$ cat config.mk
export PLATFORM = sky130hd
export DESIGN_NAME = uart_rx_ring_pair_assembler
export DESIGN_NICKNAME = d
export VERILOG_FILES = /design/src/hdl/urpa_pkg.sv /design/src/hdl/uart_rx_ring_pair_assembler.sv /design/src/hdl/urpa_ctrl.sv /design/src/hdl/urpa_datapath.sv
export VERILOG_INCLUDE_DIRS = /design/src /design/src/hdl
export SDC_FILE = /design/constraint.sdc
export NUM_CORES = 1
export LEC_CHECK = 0
export ABC_AREA = 1
export ABC_CLOCK_PERIOD_IN_PS = 10900
export BUFFER_PORTS_ARGS = -buffer_cell sky130_fd_sc_hd__buf_4
export CORE_ASPECT_RATIO = 0.9
export CORE_MARGIN = 10
export CORE_UTILIZATION = 38
export CTS_BUF_LIST = sky130_fd_sc_hd__clkbuf_8
export DETAILED_ROUTE_END_ITERATION = 10
export GPL_ROUTABILITY_DRIVEN = 0
export PLACE_DENSITY = 0.56
export SKIP_LAST_GASP = 1
export SYNTH_ARGS = -nofsm -noshare
export SYNTH_HDL_FRONTEND = slang
export SYNTH_SLANG_ARGS = --single-unit
$ cat constraint.sdc
create_clock -name aclk -period 10.9 [get_ports aclk]
set_input_delay 1.09 -clock aclk [delete_from_list [all_inputs] [get_ports aclk]]
set_output_delay 1.09 -clock aclk [all_outputs]
set_load 0.02 [all_outputs]
$ cat src/hdl/uart_rx_ring_pair_assembler_defines.svh
// Assertion macros for the receive ring and byte pair block.
// Used by the top level only; expects aclk and aresetn in scope.
`ifndef UART_RX_RING_PAIR_ASSEMBLER_DEFINES_SVH
`define UART_RX_RING_PAIR_ASSEMBLER_DEFINES_SVH

// The consequent must hold in the same cycle as the antecedent.
`define URPA_ASSERT_SAME(label, ante, cons) \
    label: assert property (@(posedge aclk) disable iff (!aresetn) (ante) |-> (cons)) \
        else $error("urpa assertion failed");

// The consequent must hold in the cycle after the antecedent.
`define URPA_ASSERT_NEXT(label, ante, cons) \
    label: assert property (@(posedge aclk) disable iff (!aresetn) (ante) |=> (cons)) \
        else $error("urpa assertion failed");

`endif

$ cat src/hdl/urpa_pkg.sv
// Shared types and constants for the receive ring and byte pair block.
// No dependencies; used by the controller, the datapath and the top level.
package urpa_pkg;

    localparam int RING_SLOTS = 64;
    localparam int IDX_W      = (RING_SLOTS > 1) ? $clog2(RING_SLOTS) : 1;

    localparam logic FUNC_RX_BYTE  = 1'b0;
    localparam logic FUNC_READ_PAIR = 1'b1;
    localparam logic PORT_MANAGER     = 1'b0;
    localparam logic PORT_SUBORDINATE = 1'b1;

    typedef struct packed {
        logic       func;
        logic       source_port;
        logic [7:0] rx_byte;
        logic       line_error;
    } in_item_t;

    typedef struct packed {
        logic        pair_valid;
        logic [7:0]  pair_first;
        logic [7:0]  pair_second;
        logic        byte_dropped;
        logic [7:0]  last_good_byte;
        logic [31:0] error_total;
    } out_item_t;

    typedef enum logic [1:0] {
        ST_IDLE,
        ST_TAKE,
        ST_DONE
    } state_t;

    typedef struct packed {
        logic rx;        // apply a receive event from the input item
        logic rd_start;  // clear the result staging for a read request
        logic pop;       // read the ring at the read index and advance it
        logic take;      // fold the popped byte into the pair logic
        logic load_out;  // move the staged result into the output register
    } ctrl_cmd_t;

    typedef struct packed {
        logic ring_empty;
        logic awaiting;
        logic out_free;
    } dp_status_t;

endpackage

$ cat src/hdl/uart_rx_ring_pair_assembler.sv
// Receive ring and byte pair assembler, top level.
// Depends on urpa_pkg, urpa_ctrl, urpa_datapath and the defines header.
//
// Input channel (s_valid, s_ready, s_item) takes either a received-byte event
// or a read-pair request. Every accepted item yields exactly one result item
// on the output channel (m_valid, m_ready, m_item), in order.
// Good subordinate-port bytes go into a ring of urpa_pkg::RING_SLOTS bytes
// that keeps one slot free; a byte arriving at a full ring is dropped and
// flagged. A read-pair request pops up to two bytes and reports a pair once
// two have been assembled, holding a lone first byte across requests.
// Steps: a receive event, or a read on an empty ring, goes straight to the
// done step, which loads the output register; a read pops a byte on acceptance
// and folds each popped byte in the take step, popping one more after a first
// byte if the ring holds one, before the done step. One item is in work at a
// time, and the ring has a single registered read port.
// The output register lets the block accept the next item while a result
// waits; that item then holds in its final step until the result is taken.
// Reset (aresetn low, synchronous) empties the ring, clears the pending
// byte, the error count and the last good byte; no clearing pass is needed.
`include "uart_rx_ring_pair_assembler_defines.svh"

module uart_rx_ring_pair_assembler (
    input  logic                 aclk,
    input  logic                 aresetn,
    input  logic                 s_valid,
    output logic                 s_ready,
    input  urpa_pkg::in_item_t   s_item,
    output logic                 m_valid,
    input  logic                 m_ready,
    output urpa_pkg::out_item_t  m_item
);

    urpa_pkg::ctrl_cmd_t  cmd;
    urpa_pkg::dp_status_t status;

    urpa_ctrl u_ctrl (
        .aclk      (aclk),
        .aresetn   (aresetn),
        .s_valid   (s_valid),
        .item_func (s_item.func),
        .status    (status),
        .s_ready   (s_ready),
        .cmd       (cmd)
    );

    urpa_datapath u_datapath (
        .aclk    (aclk),
        .aresetn (aresetn),
        .s_item  (s_item),
        .cmd     (cmd),
        .status  (status),
        .m_valid (m_valid),
        .m_ready (m_ready),
        .m_item  (m_item)
    );

    // The ring is never read while it is empty.
    `URPA_ASSERT_SAME(a_no_pop_empty, cmd.pop, !status.ring_empty)
    // A new result never overwrites one that is still waiting.
    `URPA_ASSERT_SAME(a_no_overwrite, cmd.load_out, !m_valid || m_ready)
    // Only one item is in work at a time.
    `URPA_ASSERT_NEXT(a_one_in_work, s_valid && s_ready, !s_ready)

endmodule

$ cat src/hdl/urpa_ctrl.sv
// Sequencing state machine for the receive ring and byte pair block.
// Depends on urpa_pkg for the state, command and status types.
module urpa_ctrl (
    input  logic                  aclk,
    input  logic                  aresetn,
    input  logic                  s_valid,
    input  logic                  item_func,
    input  urpa_pkg::dp_status_t  status,
    output logic                  s_ready,
    output urpa_pkg::ctrl_cmd_t   cmd
);

    urpa_pkg::state_t state_reg;
    urpa_pkg::state_t state_next;

    always_ff @(posedge aclk) begin
        if (!aresetn) begin
            state_reg <= urpa_pkg::ST_IDLE;
        end else begin
            state_reg <= state_next;
        end
    end

    always_comb begin
        state_next = state_reg;
        cmd        = '0;
        s_ready    = 1'b0;
        case (state_reg)
            urpa_pkg::ST_IDLE: begin
                s_ready = 1'b1;
                if (s_valid) begin
                    if (item_func == urpa_pkg::FUNC_RX_BYTE) begin
                        cmd.rx     = 1'b1;
                        state_next = urpa_pkg::ST_DONE;
                    end else begin
                        cmd.rd_start = 1'b1;
                        if (!status.ring_empty) begin
                            cmd.pop    = 1'b1;
                            state_next = urpa_pkg::ST_TAKE;
                        end else begin
                            state_next = urpa_pkg::ST_DONE;
                        end
                    end
                end
            end
            urpa_pkg::ST_TAKE: begin
                cmd.take = 1'b1;
                // A byte that completes a pair ends the request; a first byte
                // pulls one more from the ring if there is one.
                if (!status.awaiting && !status.ring_empty) begin
                    cmd.pop    = 1'b1;
                    state_next = urpa_pkg::ST_TAKE;
                end else begin
                    state_next = urpa_pkg::ST_DONE;
                end
            end
            urpa_pkg::ST_DONE: begin
                if (status.out_free) begin
                    cmd.load_out = 1'b1;
                    state_next   = urpa_pkg::ST_IDLE;
                end
            end
            default: begin
                state_next = urpa_pkg::ST_IDLE;
            end
        endcase
    end

endmodule

$ cat src/hdl/urpa_datapath.sv
// Ring memory, indexes, pair assembly, counters and output register.
// Depends on urpa_pkg; driven by commands from urpa_ctrl.
module urpa_datapath (
    input  logic                  aclk,
    input  logic                  aresetn,
    input  urpa_pkg::in_item_t    s_item,
    input  urpa_pkg::ctrl_cmd_t   cmd,
    output urpa_pkg::dp_status_t  status,
    output logic                  m_valid,
    input  logic                  m_ready,
    output urpa_pkg::out_item_t   m_item
);

    localparam logic [urpa_pkg::IDX_W-1:0] LAST_IDX =
        urpa_pkg::IDX_W'(urpa_pkg::RING_SLOTS - 1);

    function automatic logic [urpa_pkg::IDX_W-1:0] ring_next(
        input logic [urpa_pkg::IDX_W-1:0] idx
    );
        logic [urpa_pkg::IDX_W-1:0] res;
        if (idx == LAST_IDX) begin
            res = '0;
        end else begin
            res = idx + urpa_pkg::IDX_W'(1);
        end
        return res;
    endfunction

    logic [7:0] ring_mem [urpa_pkg::RING_SLOTS];
    logic [7:0] rd_data_reg;

    logic [urpa_pkg::IDX_W-1:0] wr_idx_reg, wr_idx_next;
    logic [urpa_pkg::IDX_W-1:0] rd_idx_reg, rd_idx_next;
    logic [7:0]  held_reg, held_next;
    logic        await_reg, await_next;
    logic [31:0] err_cnt_reg, err_cnt_next;
    logic [7:0]  last_good_reg, last_good_next;
    logic        m_valid_reg, m_valid_next;

    logic        stg_valid_reg, stg_valid_next;
    logic [7:0]  stg_first_reg, stg_first_next;
    logic [7:0]  stg_second_reg, stg_second_next;
    logic        stg_dropped_reg, stg_dropped_next;
    urpa_pkg::out_item_t out_reg, out_next;

    logic mem_we;
    logic ring_full;

    assign ring_full = (ring_next(wr_idx_reg) == rd_idx_reg);

    always_comb begin
        wr_idx_next      = wr_idx_reg;
        rd_idx_next      = rd_idx_reg;
        held_next        = held_reg;
        await_next       = await_reg;
        err_cnt_next     = err_cnt_reg;
        last_good_next   = last_good_reg;
        stg_valid_next   = stg_valid_reg;
        stg_first_next   = stg_first_reg;
        stg_second_next  = stg_second_reg;
        stg_dropped_next = stg_dropped_reg;
        mem_we           = 1'b0;

        if (cmd.rx) begin
            stg_valid_next   = 1'b0;
            stg_first_next   = '0;
            stg_second_next  = '0;
            stg_dropped_next = 1'b0;
            if (s_item.line_error) begin
                err_cnt_next = err_cnt_reg + 32'd1;
            end else begin
                last_good_next = s_item.rx_byte;
                if (s_item.source_port == urpa_pkg::PORT_SUBORDINATE) begin
                    if (ring_full) begin
                        stg_dropped_next = 1'b1;
                    end else begin
                        mem_we      = 1'b1;
                        wr_idx_next = ring_next(wr_idx_reg);
                    end
                end
            end
        end

        if (cmd.rd_start) begin
            stg_valid_next   = 1'b0;
            stg_first_next   = '0;
            stg_second_next  = '0;
            stg_dropped_next = 1'b0;
        end

        if (cmd.pop) begin
            rd_idx_next = ring_next(rd_idx_reg);
        end

        if (cmd.take) begin
            if (await_reg) begin
                stg_valid_next  = 1'b1;
                stg_first_next  = held_reg;
                stg_second_next = rd_data_reg;
                await_next      = 1'b0;
            end else begin
                held_next  = rd_data_reg;
                await_next = 1'b1;
            end
        end
    end

    always_comb begin
        out_next     = out_reg;
        m_valid_next = m_valid_reg;
        if (m_valid_reg && m_ready) begin
            m_valid_next = 1'b0;
        end
        if (cmd.load_out) begin
            m_valid_next            = 1'b1;
            out_next.pair_valid     = stg_valid_reg;
            out_next.pair_first     = stg_first_reg;
            out_next.pair_second    = stg_second_reg;
            out_next.byte_dropped   = stg_dropped_reg;
            out_next.last_good_byte = last_good_reg;
            out_next.error_total    = err_cnt_reg;
        end
    end

    always_ff @(posedge aclk) begin
        if (!aresetn) begin
            wr_idx_reg    <= '0;
            rd_idx_reg    <= '0;
            held_reg      <= '0;
            await_reg     <= 1'b0;
            err_cnt_reg   <= '0;
            last_good_reg <= '0;
            m_valid_reg   <= 1'b0;
        end else begin
            wr_idx_reg    <= wr_idx_next;
            rd_idx_reg    <= rd_idx_next;
            held_reg      <= held_next;
            await_reg     <= await_next;
            err_cnt_reg   <= err_cnt_next;
            last_good_reg <= last_good_next;
            m_valid_reg   <= m_valid_next;
        end
    end

    always_ff @(posedge aclk) begin
        stg_valid_reg   <= stg_valid_next;
        stg_first_reg   <= stg_first_next;
        stg_second_reg  <= stg_second_next;
        stg_dropped_reg <= stg_dropped_next;
        out_reg         <= out_next;
    end

    // Single write port and single registered read port.
    always_ff @(posedge aclk) begin
        if (mem_we) begin
            ring_mem[wr_idx_reg] <= s_item.rx_byte;
        end
        if (cmd.pop) begin
            rd_data_reg <= ring_mem[rd_idx_reg];
        end
    end

    assign status.ring_empty = (rd_idx_reg == wr_idx_reg);
    assign status.awaiting   = await_reg;
    assign status.out_free   = !m_valid_reg || m_ready;

    assign m_valid = m_valid_reg;
    assign m_item  = out_reg;

endmodule
# Yosys cells after proc, flatten, opt, wreduce, memory -nomap -nowiden
# Memories as Yosys holds them, arrays and structs flattened. A register that Yosys moved wholly into a read port is not among the register bits.
# Index checks and enable logic that the tools add are counted.
# word_totals
reg_bits	140
mem_bits_rw	512
output_inout_bits	60
wordCells	89
memories	1
# op_classes
add_sub_neg	3
n_eq_ne	8
n_mux	43
n_bitwise	3
n_reduce_logical	13
# mem_list
memory	words	width	read_ports	rd_clocked_by_memory_dff	write_ports	line_no	source
u_datapath.ring_mem	64	8	1	1	1	urpa_datapath.sv:29	logic [7:0] ring_mem [urpa_pkg::RING_SLOTS];
# ops
cell	count
8-bit two-way mux	8
32-bit by 1-bit adder with 32-bit output (second input constant)	1
1-bit two-way mux	23
2-bit two-way mux	7
6-bit by 1-bit adder with 6-bit output (second input constant)	2
6-bit equality test	2
6-bit equality test (second input constant)	2
6-bit two-way mux	2
2-bit AND reduction	4
2-bit case mux with 3 select lines	1
2-bit != test (second input constant)	2
4-bit AND reduction	1
1-bit zero test	3
3-bit two-way mux	1
1-bit inverter	3
2-bit by 1-bit equality test with 1-bit output (second input constant)	1
2-bit equality test (second input constant)	1
1-bit logical AND	2
2-bit zero test	1
1-bit case mux with 2 select lines	1
2-bit nonzero test	1
1-bit logical OR	1

# Logic depth before layout (Yosys ltp)
# Gate-level depths: netlist of the first run.
# logic_depth
word_depth	9
depth_mapped	14
depth_no_buf	13

# Hierarchy
# A second synthesis of the first run with hierarchy kept.
# hier_totals
hier_cells	2294
area_unflattened_um2	26550.5
# modules_own_cells
mod	n_inst	cells_per_inst	area_each_um2	seq_area_each_um2
urpa_datapath	1	2265	26375.3	18958.2
urpa_ctrl	1	29	175.2	40.0

# Worst setup path after synthesis of the first run
# No wires, ideal clock.
# synth_timing
path_type	input port to flip-flop
startpoint	in m_ready
endpoint	reg u_datapath.out_reg (netlist bit u_datapath.m_item[0]) (enable)
t_arrival_ns	3.562
setup_slack_ns	6.863
cell_stages	2
path_buffers	0
cell_sequence	nor2_1 > nor2_1
# synth_lines
item	line_no	source
from (decl)	uart_rx_ring_pair_assembler.sv:29	input logic m_ready,
to (signal assigned)	urpa_datapath.sv:150	out_reg <= out_next;
to (decl)	urpa_datapath.sv:44	urpa_pkg::out_item_t out_reg, out_next;

# Worst setup path in the final report of the first run
# layout_timing
startpoint	reg u_datapath.rd_idx_reg[0] (netlist bit)
endpoint	mem u_datapath.ring_mem[19][4] (enable)
# layout_between
elab_chain_len	7
# layout_lines
item	line_no	source
from (decl)	urpa_datapath.sv:33	logic [urpa_pkg::IDX_W-1:0] rd_idx_reg, rd_idx_next;
from (signal assigned)	urpa_datapath.sv:136	rd_idx_reg <= rd_idx_next;
6-bit equality test	urpa_datapath.sv:49	assign ring_full = (ring_next(wr_idx_reg) == rd_idx_reg);
1-bit two-way mux	urpa_datapath.sv:74	if (ring_full) begin
1-bit two-way mux	urpa_datapath.sv:73	if (s_item.source_port == urpa_pkg::PORT_SUBORDINATE) begin
1-bit two-way mux	urpa_datapath.sv:69	if (s_item.line_error) begin
1-bit two-way mux	urpa_datapath.sv:64	if (cmd.rx) begin
1-bit two-way mux	urpa_datapath.sv:155	if (mem_we) begin
1-bit two-way mux (implied by the code)	urpa_datapath.sv:156	ring_mem[wr_idx_reg] <= s_item.rx_byte;
to (decl)	urpa_datapath.sv:29	
# Every way passes these cells.

==> results of run 1 <==
## path summary, 6_finish.rpt
check / startpoint / to / cells after the start
worst max-delay path: u_datapath.rd_idx_reg[0] / u_datapath.ring_mem[19][4] / 9
worst min-delay path: u_datapath.stg_dropped_reg / u_datapath.m_item[40] / 0
worst max register to register: u_datapath.rd_idx_reg[0] / u_datapath.ring_mem[19][4] / 9
worst min register to register: u_datapath.stg_dropped_reg / u_datapath.m_item[40] / 0
## report_power, final
| part | internal, mW | total (mW) | leakage, nW | switching [mW] |
|---|---|---|---|---|
| registers | 2.80 | 2.84 | 5.89 | 0.0336 |
| clock network | 1.03 | 1.99 | 1.12 | 0.963 |
| logic | 0.172 | 0.648 | 3.03 | 0.476 |
| total | 4.00 | 5.47 | 10.0 | 1.47 |
## stage by stage
| stage | total power [mW] | util (%) | area, um^2 | setup slack, ns | instances |
|---|---|---|---|---|---|
| final | 5.474 | 42.88 | 30010 | 6.490 | 3403 |
| after global routing | 5.702 | 42.88 | 30010 | 6.234 | 3403 |
| after CTS | 5.516 | 42.88 | 30010 | 6.594 | 3403 |
| after detailed placement | 3.538 | 40.06 | 28040 | 6.633 | 3212 |
| after global placement | 3.534 | 40.06 | 28040 | 6.679 | 3212 |
| after floorplan | 3.298 | - | 26810 | 6.863 | 2313 |
## kinds of logic after synthesis
logic type,count (synthesis)
compound gates,455
buf+inv,220
simple gates,957
fa+ha+maj,3
flops,660
xor+xnor,18
## cells in the mapped netlist, types with 2 or more instances
cell type                  instances  share of area, %
sky130_fd_sc_hd__a21oi_1          65               1.2
sky130_fd_sc_hd__a31oi_1           3             0.070
sky130_fd_sc_hd__buf_1             4             0.056
sky130_fd_sc_hd__buf_2            23              0.43
sky130_fd_sc_hd__buf_4            19              0.53
sky130_fd_sc_hd__buf_6             5              0.21
sky130_fd_sc_hd__clkbuf_1         76               1.1
sky130_fd_sc_hd__clkinv_1          3             0.042
sky130_fd_sc_hd__dfxtp_1          82               6.1
sky130_fd_sc_hd__edfxtp_1        578                65
sky130_fd_sc_hd__ha_1              3              0.14
sky130_fd_sc_hd__inv_1            81               1.1
sky130_fd_sc_hd__inv_2             6             0.084
sky130_fd_sc_hd__inv_4             2             0.047
sky130_fd_sc_hd__nand2_1         321               4.5
sky130_fd_sc_hd__nand2_4           3              0.13
sky130_fd_sc_hd__nand3_1         138               2.6
sky130_fd_sc_hd__nand3_2           5              0.19
sky130_fd_sc_hd__nand3b_1          7              0.20
sky130_fd_sc_hd__nand4_1          15              0.35
sky130_fd_sc_hd__nand4_4           6              0.48
sky130_fd_sc_hd__nor2_1          422               5.9
sky130_fd_sc_hd__nor2_2           10              0.23
sky130_fd_sc_hd__nor2_4            6              0.25
sky130_fd_sc_hd__nor3_1           17              0.32
sky130_fd_sc_hd__nor3_2            2             0.075
sky130_fd_sc_hd__o211ai_1         60               1.7
sky130_fd_sc_hd__o21ai_0         262               4.9
sky130_fd_sc_hd__o21ai_1          14              0.26
sky130_fd_sc_hd__o221ai_1          4              0.13
sky130_fd_sc_hd__o22ai_1          46               1.1
sky130_fd_sc_hd__xnor2_1           6              0.20
sky130_fd_sc_hd__xor2_1           12              0.39
## layer usage
layer / share of wire (%) / GRT usage (%) / vias to the layer above
li1: - / - / 8358
met4: 2.2 / 4.709 / 0
met1: 45 / 23.53 / 8801
met3: 7.7 / 3.925 / 116
met5: 0 / 0 / -
met2: 45 / 26.31 / 704
## area by class of cell
class                      count  area [um^2]
tap                          940         1176
clock inverter                78        417.9
timing repair buffer          87        653.1
fill                        6652        39980
sequential                   660        19010
clock buffer                 113         1555
multi-input combinational   1433         6847
inverter                      92        355.3
## worst reg2reg max path, delay by kind of cell (launching register included)
family / cells / cell delay, ns
buf+inv: 2 / 1.27
simple gates: 7 / 1.86
flops: 1 / 0.89
==> impl_results.html, run 1 <==
<table>
<tr><th>Metric</th><th>Value</th></tr>
<tr><th colspan="2">Clock network</th></tr>
<tr><td>Clock tree from TritonCTS</td><td>built</td></tr>
<tr><td>Register clock-pin slew on the reported worst setup and hold paths</td><td>0.07 ns</td></tr>
<tr><td># hold bufs at CTS</td><td>0</td></tr>
<tr><td>Root buffer selected by CTS</td><td>sky130_fd_sc_hd__clkbuf_8</td></tr>
<tr><td>Clock latency on the worst-skew pair</td><td>0.71 ns</td></tr>
<tr><td>Num CTS Buffers</td><td>104</td></tr>
<tr><td>Number of instances resized during post-cts repair</td><td>0</td></tr>
<tr><td>Maximum count of clock buffers along a single path</td><td>3</td></tr>
<tr><td>Maximum level of the CTS H-tree</td><td>3</td></tr>
<tr><td>Setup Buffers After CTS</td><td>0</td></tr>
<tr><td>Number of clock sinks</td><td>660</td></tr>
<tr><th colspan="2">Logic synthesis</th></tr>
<tr><td>Total standard cell area after synthesis</td><td>26,810 um^2</td></tr>
<tr><td>Synthesized instance count</td><td>2,313</td></tr>
<tr><td>Synth Register Bits</td><td>660</td></tr>
<tr><td>Proportion of synthesized area in mux cells</td><td>0%</td></tr>
<tr><td>Mean instance size in the synthesized netlist</td><td>11.59 um^2</td></tr>
<tr><td>Area share of fa/ha/maj cells after synthesis</td><td>less than 1%</td></tr>
<tr><td>Synth Area in Compound Gates</td><td>9.346%</td></tr>
<tr><td>Post-synthesis sequential area ratio</td><td>70.85%</td></tr>
<tr><td>Leading register cell type out of synthesis</td><td>sky130_fd_sc_hd__edfxtp_1</td></tr>
<tr><td>Main combinational cell family by area after synthesis</td><td>simple AND/OR/NAND/NOR gates</td></tr>
<tr><td>Number of warnings reported in the yosys synthesis log</td><td>0</td></tr>
<tr><td>Synth Area in Simple Gates</td><td>between 10% and 20%</td></tr>
<tr><td>Yosys cell types</td><td>40</td></tr>
<tr><td>Xor/xnor cell area share of the yosys netlist</td><td>0.5879%</td></tr>
<tr><td>Fraction of registers with async set or reset after synthesis</td><td>0%</td></tr>
<tr><td>Nets in the synthesized netlist</td><td>approximately 2,300</td></tr>
<tr><td>Number of synthesized flops with an enable pin</td><td>just under 600</td></tr>
<tr><th colspan="2">Min path</th></tr>
<tr><td>Class of the worst hold path</td><td>reg -&gt; reg</td></tr>
<tr><th colspan="2">Route</th></tr>
<tr><td>Post-route DRC violation count</td><td>0</td></tr>
<tr><td>Number of detailed-route iterations in the first pass</td><td>5</td></tr>
<tr><td>Vias per Instance</td><td>5.283</td></tr>
<tr><td>Total routed wirelength</td><td>approximately 71,000 um</td></tr>
<tr><td>Routed length per instance</td><td>slightly above 20 um</td></tr>
<tr><td>Count of antenna-violating nets left after detailed routing</td><td>0</td></tr>
<tr><td>Initial DRC Count</td><td>1,731</td></tr>
<tr><td>Total number of vias</td><td>around 18,000</td></tr>
<tr><th colspan="2">Timing</th></tr>
<tr><td>Final clock skew</td><td>0.04657 ns</td></tr>
<tr><td>Fraction of the cycle the final worst path needs</td><td>~40%</td></tr>
<tr><td>Endpoints failing hold</td><td>0</td></tr>
<tr><td>Max Transition Viols Final</td><td>0</td></tr>
<tr><td>Final-layout worst hold slack</td><td>0.4086 ns</td></tr>
<tr><td>Measured slew at the worst slew-check pin</td><td>1.297 ns</td></tr>
<tr><td>Highest attainable clock frequency</td><td>approximately 230 MHz</td></tr>
<tr><td>Total of endpoints with negative setup slack in the final report</td><td>0</td></tr>
<tr><td>Setup_tns</td><td>0 ns</td></tr>
<tr><td>Worst max-slew margin expressed relative to the limit</td><td>13.42%</td></tr>
<tr><td>Setup repair after global routing missed its margin</td><td>no</td></tr>
<tr><td>Min Tclk post-route</td><td>4.410 ns</td></tr>
<tr><th colspan="2">Flow run</th></tr>
<tr><td>Count of maximum capacitance violations</td><td>0</td></tr>
<tr><th colspan="2">Worst setup path</th></tr>
<tr><td>Arrival time at the worst endpoint</td><td>between 4 and 5 ns</td></tr>
<tr><td>Max stage delay cell, worst path</td><td>sky130_fd_sc_hd__dfxtp_4</td></tr>
<tr><td>Data required time at the worst endpoint</td><td>roughly 11 ns</td></tr>
<tr><td>Critical path launch point type</td><td>flip-flop</td></tr>
<tr><td>Setup slack of the most critical reg-to-reg path</td><td>approximately 6.5 ns</td></tr>
<tr><td>Maximum cell stage delay along the critical path</td><td>0.89 ns</td></tr>
<tr><td>Start-to-end type of the worst setup path</td><td>reg -&gt; reg</td></tr>
<tr><td>CP delay by family, top</td><td>simple AND/OR/NAND/NOR gates</td></tr>
<tr><td>Buffers &amp; Inverters on Critical Path</td><td>2</td></tr>
<tr><td>Max Fanout on Critical Path</td><td>144</td></tr>
<tr><td>Cells traversed along the worst timing path</td><td>inv_6, buf_4, nand2_1, nand2_1, nand2_1, nor2_2, nand2_4, nand4_4, nor2_1</td></tr>
<tr><td>Cell mode on critical path</td><td>sky130_fd_sc_hd__nand2_1</td></tr>
<tr><td>Endpoint type of the worst setup path</td><td>flip-flop</td></tr>
<tr><th colspan="2">Power</th></tr>
<tr><td>Areal power density over the cells</td><td>182.4 nW/um^2</td></tr>
<tr><td>Lkg Pwr</td><td>10.05 nW</td></tr>
<tr><td>Worst supply voltage drop on vdd</td><td>89.74 uV</td></tr>
<tr><th colspan="2">Place</th></tr>
<tr><td>Post-DP HPWL</td><td>between 40,000 and 50,000 um</td></tr>
<tr><td>Port-buffer cells</td><td>74</td></tr>
<tr><th colspan="2">Global routing</th></tr>
<tr><td>Number of antenna violations at the first check in global routing</td><td>0</td></tr>
<tr><td>Remaining global-route overflow</td><td>0</td></tr>
<tr><td>Global-route wire length before repair</td><td>107,200 um</td></tr>
<tr><td>Pin count of the biggest net entering global routing</td><td>between 100 and 150</td></tr>
<tr><td>Global routing usage summed across all routing layers</td><td>16.94%</td></tr>
<tr><td>Number of global-route vias before repair</td><td>roughly 18,000</td></tr>
<tr><th colspan="2">Final layout</th></tr>
<tr><td>Net count of the finished layout</td><td>2,396</td></tr>
<tr><td>Share of layout cells above drive strength 1</td><td>a little under an eighth</td></tr>
<tr><td>Flip-flop count of the largest register, all copies and words added</td><td>approximately 510</td></tr>
<tr><td>Most frequent cells in the layout</td><td>578 x sky130_fd_sc_hd__edfxtp_1, 420 x sky130_fd_sc_hd__nor2_1, 321 x sky130_fd_sc_hd__nand2_1</td></tr>
<tr><td>Count of inserted antenna diode cells</td><td>0</td></tr>
<tr><td>Layout Area Growth over Synthesis</td><td>11.92%</td></tr>
<tr><td>Most common cell after layout, fill and taps aside</td><td>sky130_fd_sc_hd__edfxtp_1</td></tr>
<tr><th colspan="2">Floorplan</th></tr>
<tr><td>Area of the core region</td><td>around 70,000 um^2</td></tr>
<tr><td>Cell Rows</td><td>92</td></tr>
<tr><td>Vertical die dimension</td><td>around 270 um</td></tr>
<tr><td>Initial Util</td><td>38.31%</td></tr>
<tr><td># IOs</td><td>75</td></tr>
<tr><td>Die Wd</td><td>300.0 um</td></tr>
<tr><td>Area enclosed by the die boundary</td><td>81,600 um^2</td></tr>
<tr><th colspan="2">Outcome</th></tr>
<tr><td>Result of the run</td><td>finished, final reports clean</td></tr>
</table>
Power figures use the tool's default switching activity.
==> run 2, diff against run 1 <==
ABC_CLOCK_PERIOD_IN_PS = 4300   (was 10900)
clock period = 4.3 ns   (was 10.9 ns; I/O delays follow)
==> run 2 against run 1 <==
Non-clock buffer count rose by 4. Largest power group unchanged. Global-route usage rose by 0.095 points. Clock skew fell by 0.0063 ns. First-iteration DRC count rose by 16%. Critical path type unchanged. Combinational power rose to 2.6 times the previous value. Critical endpoint is now u_datapath.ring_mem[16][2].
==> impl_results.html, run 2 (synthesis results as in run 1) <==
<table>
<tr><th>Metric</th><th>Value</th></tr>
<tr><th colspan="2">Final layout</th></tr>
<tr><td>End-of-flow core utilization</td><td>42.97% (was 42.88%)</td></tr>
<tr><td>Most frequent cells in the layout</td><td>578 x sky130_fd_sc_hd__edfxtp_1, 420 x sky130_fd_sc_hd__nor2_1, 321 x sky130_fd_sc_hd__nand2_1 (unchanged)</td></tr>
<tr><td>Footprint of the flip-flops and latches</td><td>19,010 um^2 (unchanged)</td></tr>
<tr><td>Net count of the finished layout</td><td>2,399 (was 2,396)</td></tr>
<tr><td>Flip-flop count of the largest register, all copies and words added</td><td>512 (unchanged)</td></tr>
<tr><td>Share of layout cells above drive strength 1</td><td>10.99% (was 11.29%)</td></tr>
<tr><td>Area taken by multi-input logic gates</td><td>6842 um^2 (was 6847 um^2)</td></tr>
<tr><td>Number of inserted filler cells in the final layout</td><td>6,640 (was 6,652)</td></tr>
<tr><td>Most common cell after layout, fill and taps aside</td><td>sky130_fd_sc_hd__edfxtp_1 (unchanged)</td></tr>
<tr><td>Final standard cell area without fillers</td><td>30,070 um^2 (was 30,010 um^2)</td></tr>
<tr><td>Layout Area Growth over Synthesis</td><td>12.16% (was 11.92%)</td></tr>
<tr><th colspan="2">Clock network</th></tr>
<tr><td>Num CTS Buffers</td><td>103 (was 104)</td></tr>
<tr><td>Number of instances resized during post-cts repair</td><td>0 (unchanged)</td></tr>
<tr><td>Clock tree from TritonCTS</td><td>built (unchanged)</td></tr>
<tr><td>Root buffer selected by CTS</td><td>sky130_fd_sc_hd__clkbuf_8 (unchanged)</td></tr>
<tr><td>Maximum count of clock buffers along a single path</td><td>3 (unchanged)</td></tr>
<tr><td>Register clock-pin slew on the reported worst setup and hold paths</td><td>0.06 ns (was 0.07 ns)</td></tr>
<tr><td>Maximum level of the CTS H-tree</td><td>3 (unchanged)</td></tr>
<tr><td>Clock latency on the worst-skew pair</td><td>0.72 ns (was 0.71 ns)</td></tr>
<tr><td>Number of clock sinks</td><td>660 (unchanged)</td></tr>
<tr><th colspan="2">Power</th></tr>
<tr><td>Worst supply voltage drop on vdd</td><td>262.7 uV (was 89.74 uV)</td></tr>
<tr><td>Total power</td><td>14.00 mW (was 5.474 mW)</td></tr>
<tr><td>Lkg Pwr</td><td>10.11 nW (was 10.05 nW)</td></tr>
<tr><td>Areal power density over the cells</td><td>465.7 nW/um^2 (was 182.4 nW/um^2)</td></tr>
<tr><th colspan="2">Worst setup path</th></tr>
<tr><td>Data required time at the worst endpoint</td><td>4.63 ns (was 11.20 ns)</td></tr>
<tr><td>Endpoint type of the worst setup path</td><td>flip-flop (unchanged)</td></tr>
<tr><td>Cell depth of the worst setup path</td><td>11 (was 9)</td></tr>
<tr><td>Maximum cell stage delay along the critical path</td><td>0.72 ns (was 0.89 ns)</td></tr>
<tr><td>Max Fanout on Critical Path</td><td>21 (was 144)</td></tr>
<tr><td>Start-to-end type of the worst setup path</td><td>reg -&gt; reg (unchanged)</td></tr>
<tr><td>Worst reg-to-reg path cell count</td><td>11 (was 9)</td></tr>
<tr><td>Max stage delay cell, worst path</td><td>sky130_fd_sc_hd__nor2_1 (was sky130_fd_sc_hd__dfxtp_4)</td></tr>
<tr><td>Cell mode on critical path</td><td>sky130_fd_sc_hd__nand2_1 (unchanged)</td></tr>
<tr><td>Buffers &amp; Inverters on Critical Path</td><td>1 (was 2)</td></tr>
<tr><td>Arrival time at the worst endpoint</td><td>3.82 ns (was 4.71 ns)</td></tr>
<tr><td>Critical path launch point type</td><td>flip-flop (unchanged)</td></tr>
<tr><td>Cells traversed along the worst timing path</td><td>ha_1, nand2_1, inv_1, o21ai_1, nand2_1, nand2_1, nand2_1, nor2_4, nand2_4, nand4_4, nor2_1 (was inv_6, buf_4, nand2_1, nand2_1, nand2_1, nor2_2, nand2_4, nand4_4, nor2_1)</td></tr>
<tr><td>CP delay by family, top</td><td>simple AND/OR/NAND/NOR gates (unchanged)</td></tr>
<tr><th colspan="2">Floorplan</th></tr>
<tr><td>Vertical die dimension</td><td>272.0 um (unchanged)</td></tr>
<tr><td>Cell Rows</td><td>92 (unchanged)</td></tr>
<tr><td>Area enclosed by the die boundary</td><td>81,600 um^2 (unchanged)</td></tr>
<tr><td># IOs</td><td>75 (unchanged)</td></tr>
<tr><td>Initial Util</td><td>38.31% (unchanged)</td></tr>
<tr><td>Area of the core region</td><td>69,990 um^2 (unchanged)</td></tr>
<tr><td>Die Wd</td><td>300.0 um (unchanged)</td></tr>
<tr><th colspan="2">Route</th></tr>
<tr><td>Total number of vias</td><td>17,960 (was 17,980)</td></tr>
<tr><td>Routed length per instance</td><td>20.77 um (was 20.79 um)</td></tr>
<tr><td>Number of detailed-route iterations in the first pass</td><td>6 (was 5)</td></tr>
<tr><td>Count of antenna-violating nets left after detailed routing</td><td>0 (unchanged)</td></tr>
<tr><td>Vias per Instance</td><td>5.271 (was 5.283)</td></tr>
<tr><td>Initial DRC Count</td><td>2,009 (was 1,731)</td></tr>
<tr><td>Total routed wirelength</td><td>70,780 um (was 70,760 um)</td></tr>
<tr><td>Post-route DRC violation count</td><td>0 (unchanged)</td></tr>
<tr><th colspan="2">Flow run</th></tr>
<tr><td>Count of maximum capacitance violations</td><td>0 (unchanged)</td></tr>
<tr><th colspan="2">Place</th></tr>
<tr><td>Placed cell area</td><td>28,070 um^2 (was 28,040 um^2)</td></tr>
<tr><td>Port-buffer cells</td><td>74 (unchanged)</td></tr>
<tr><td>Post-DP HPWL</td><td>41,350 um (was 41,850 um)</td></tr>
<tr><th colspan="2">Global routing</th></tr>
<tr><td>Pin count of the biggest net entering global routing</td><td>151 (was 145)</td></tr>
<tr><td>Number of global-route vias before repair</td><td>17,830 (was 17,770)</td></tr>
<tr><td>Number of antenna violations at the first check in global routing</td><td>1 (was 0)</td></tr>
<tr><td>Global routing usage summed across all routing layers</td><td>17.04% (was 16.94%)</td></tr>
<tr><td>Global-route wire length before repair</td><td>107,200 um (about the same)</td></tr>
<tr><td>Remaining global-route overflow</td><td>0 (unchanged)</td></tr>
<tr><th colspan="2">Timing</th></tr>
<tr><td>Highest attainable clock frequency</td><td>287.0 MHz (was 226.8 MHz)</td></tr>
<tr><td>Max Transition Viols Final</td><td>0 (unchanged)</td></tr>
<tr><td>Setup repair after global routing missed its margin</td><td>no (unchanged)</td></tr>
<tr><td>Measured slew at the worst slew-check pin</td><td>1.104 ns (was 1.297 ns)</td></tr>
<tr><td>Setup_tns</td><td>0 ns (unchanged)</td></tr>
<tr><td>Worst max-slew margin expressed relative to the limit</td><td>26.23% (was 13.42%)</td></tr>
<tr><td>Endpoints failing hold</td><td>0 (unchanged)</td></tr>
<tr><td>Fraction of the cycle the final worst path needs</td><td>81.02% (was 40.46%)</td></tr>
<tr><td>Min Tclk post-route</td><td>3.484 ns (was 4.410 ns)</td></tr>
<tr><td>Final clock skew</td><td>0.04031 ns (was 0.04657 ns)</td></tr>
<tr><td>Total of endpoints with negative setup slack in the final report</td><td>0 (unchanged)</td></tr>
<tr><th colspan="2">Outcome</th></tr>
<tr><td>Result of the run</td><td>finished, final reports clean (unchanged)</td></tr>
<tr><th colspan="2">Min path</th></tr>
<tr><td>Worst Hold Path Cells</td><td>4 (was 0)</td></tr>
<tr><td>Class of the worst hold path</td><td>in -&gt; reg (was reg -&gt; reg)</td></tr>
</table>
run 2: cell count changes in the layout (fill, tap and decap cells not counted), moves of 2 or more:
cell,change
sky130_fd_sc_hd__inv_1,+8
sky130_fd_sc_hd__clkinvlp_4,-2
sky130_fd_sc_hd__bufinv_16,+4
sky130_fd_sc_hd__clkinv_2,-6
sky130_fd_sc_hd__buf_4,+2
sky130_fd_sc_hd__clkbuf_8,-7
run 2: final cells by class:
class / count / area share [%]
inverter: 92 / 1.182
clock buffer: 106 / 4.851
tap: 940 / 3.911
sequential: 660 / 63.20
antenna: 1 / 0.008321
timing repair buffer: 91 / 2.322
clock inverter: 84 / 1.781
multi-input combinational: 1433 / 22.75
run 2: worst min-delay path: cells and delay by family:
kind	cells	cell delay, ns
simple gates	1	0.08
buf+inv	2	0.16
compound gates	1	0.07
run 2: where the power goes:
part | switching, mW | leakage (nW) | internal [mW] | total (mW)
logic | 1.24 | 3.06 | 0.438 | 1.68
registers | 0.0828 | 5.89 | 7.11 | 7.19
clock network | 2.43 | 1.15 | 2.71 | 5.14
total | 3.75 | 10.1 | 10.3 | 14.0
run 2: timing repair:
item                      4_1_cts  5_1_grt
setup buffers                   0        0
hold endpoints to repair        1        0
hold buffers                    1        0
run 2: path summary, 6_finish.rpt:
kind                                    start                    endpoint  slack [ns]
setup / recovery     u_datapath.wr_idx_reg[0]  u_datapath.ring_mem[16][2]        0.82
hold / removal                        m_ready          u_datapath.m_valid        0.08
setup reg to reg     u_datapath.wr_idx_reg[0]  u_datapath.ring_mem[16][2]        0.82
hold reg to reg   u_datapath.last_good_reg[7]       u_datapath.m_item[39]        0.42
run 2: per-layer routing:
layer | GRT usage, % | up-vias | routed length [um]
li1 | - | 8361 | -
met1 | 23.47 | 8783 | 31430
met2 | 26.49 | 704 | 32070
met3 | 3.957 | 110 | 5722
met4 | 5.130 | 0 | 1555
met5 | 0 | - | 0
run 2: per-stage QoR:
stage | setup WS (ns) | hold slack (ns) | cells
CTS | 0.8681 | 0.01305 | 3406
detailed placement | 0.8833 | 0.4194 | 3215
finish | 0.8161 | 0.07948 | 3407
global route | 0.6193 | 0.08126 | 3407
floorplan | 0.8301 | 0.4029 | 2313
global placement | 1.002 | 0.4193 | 3215
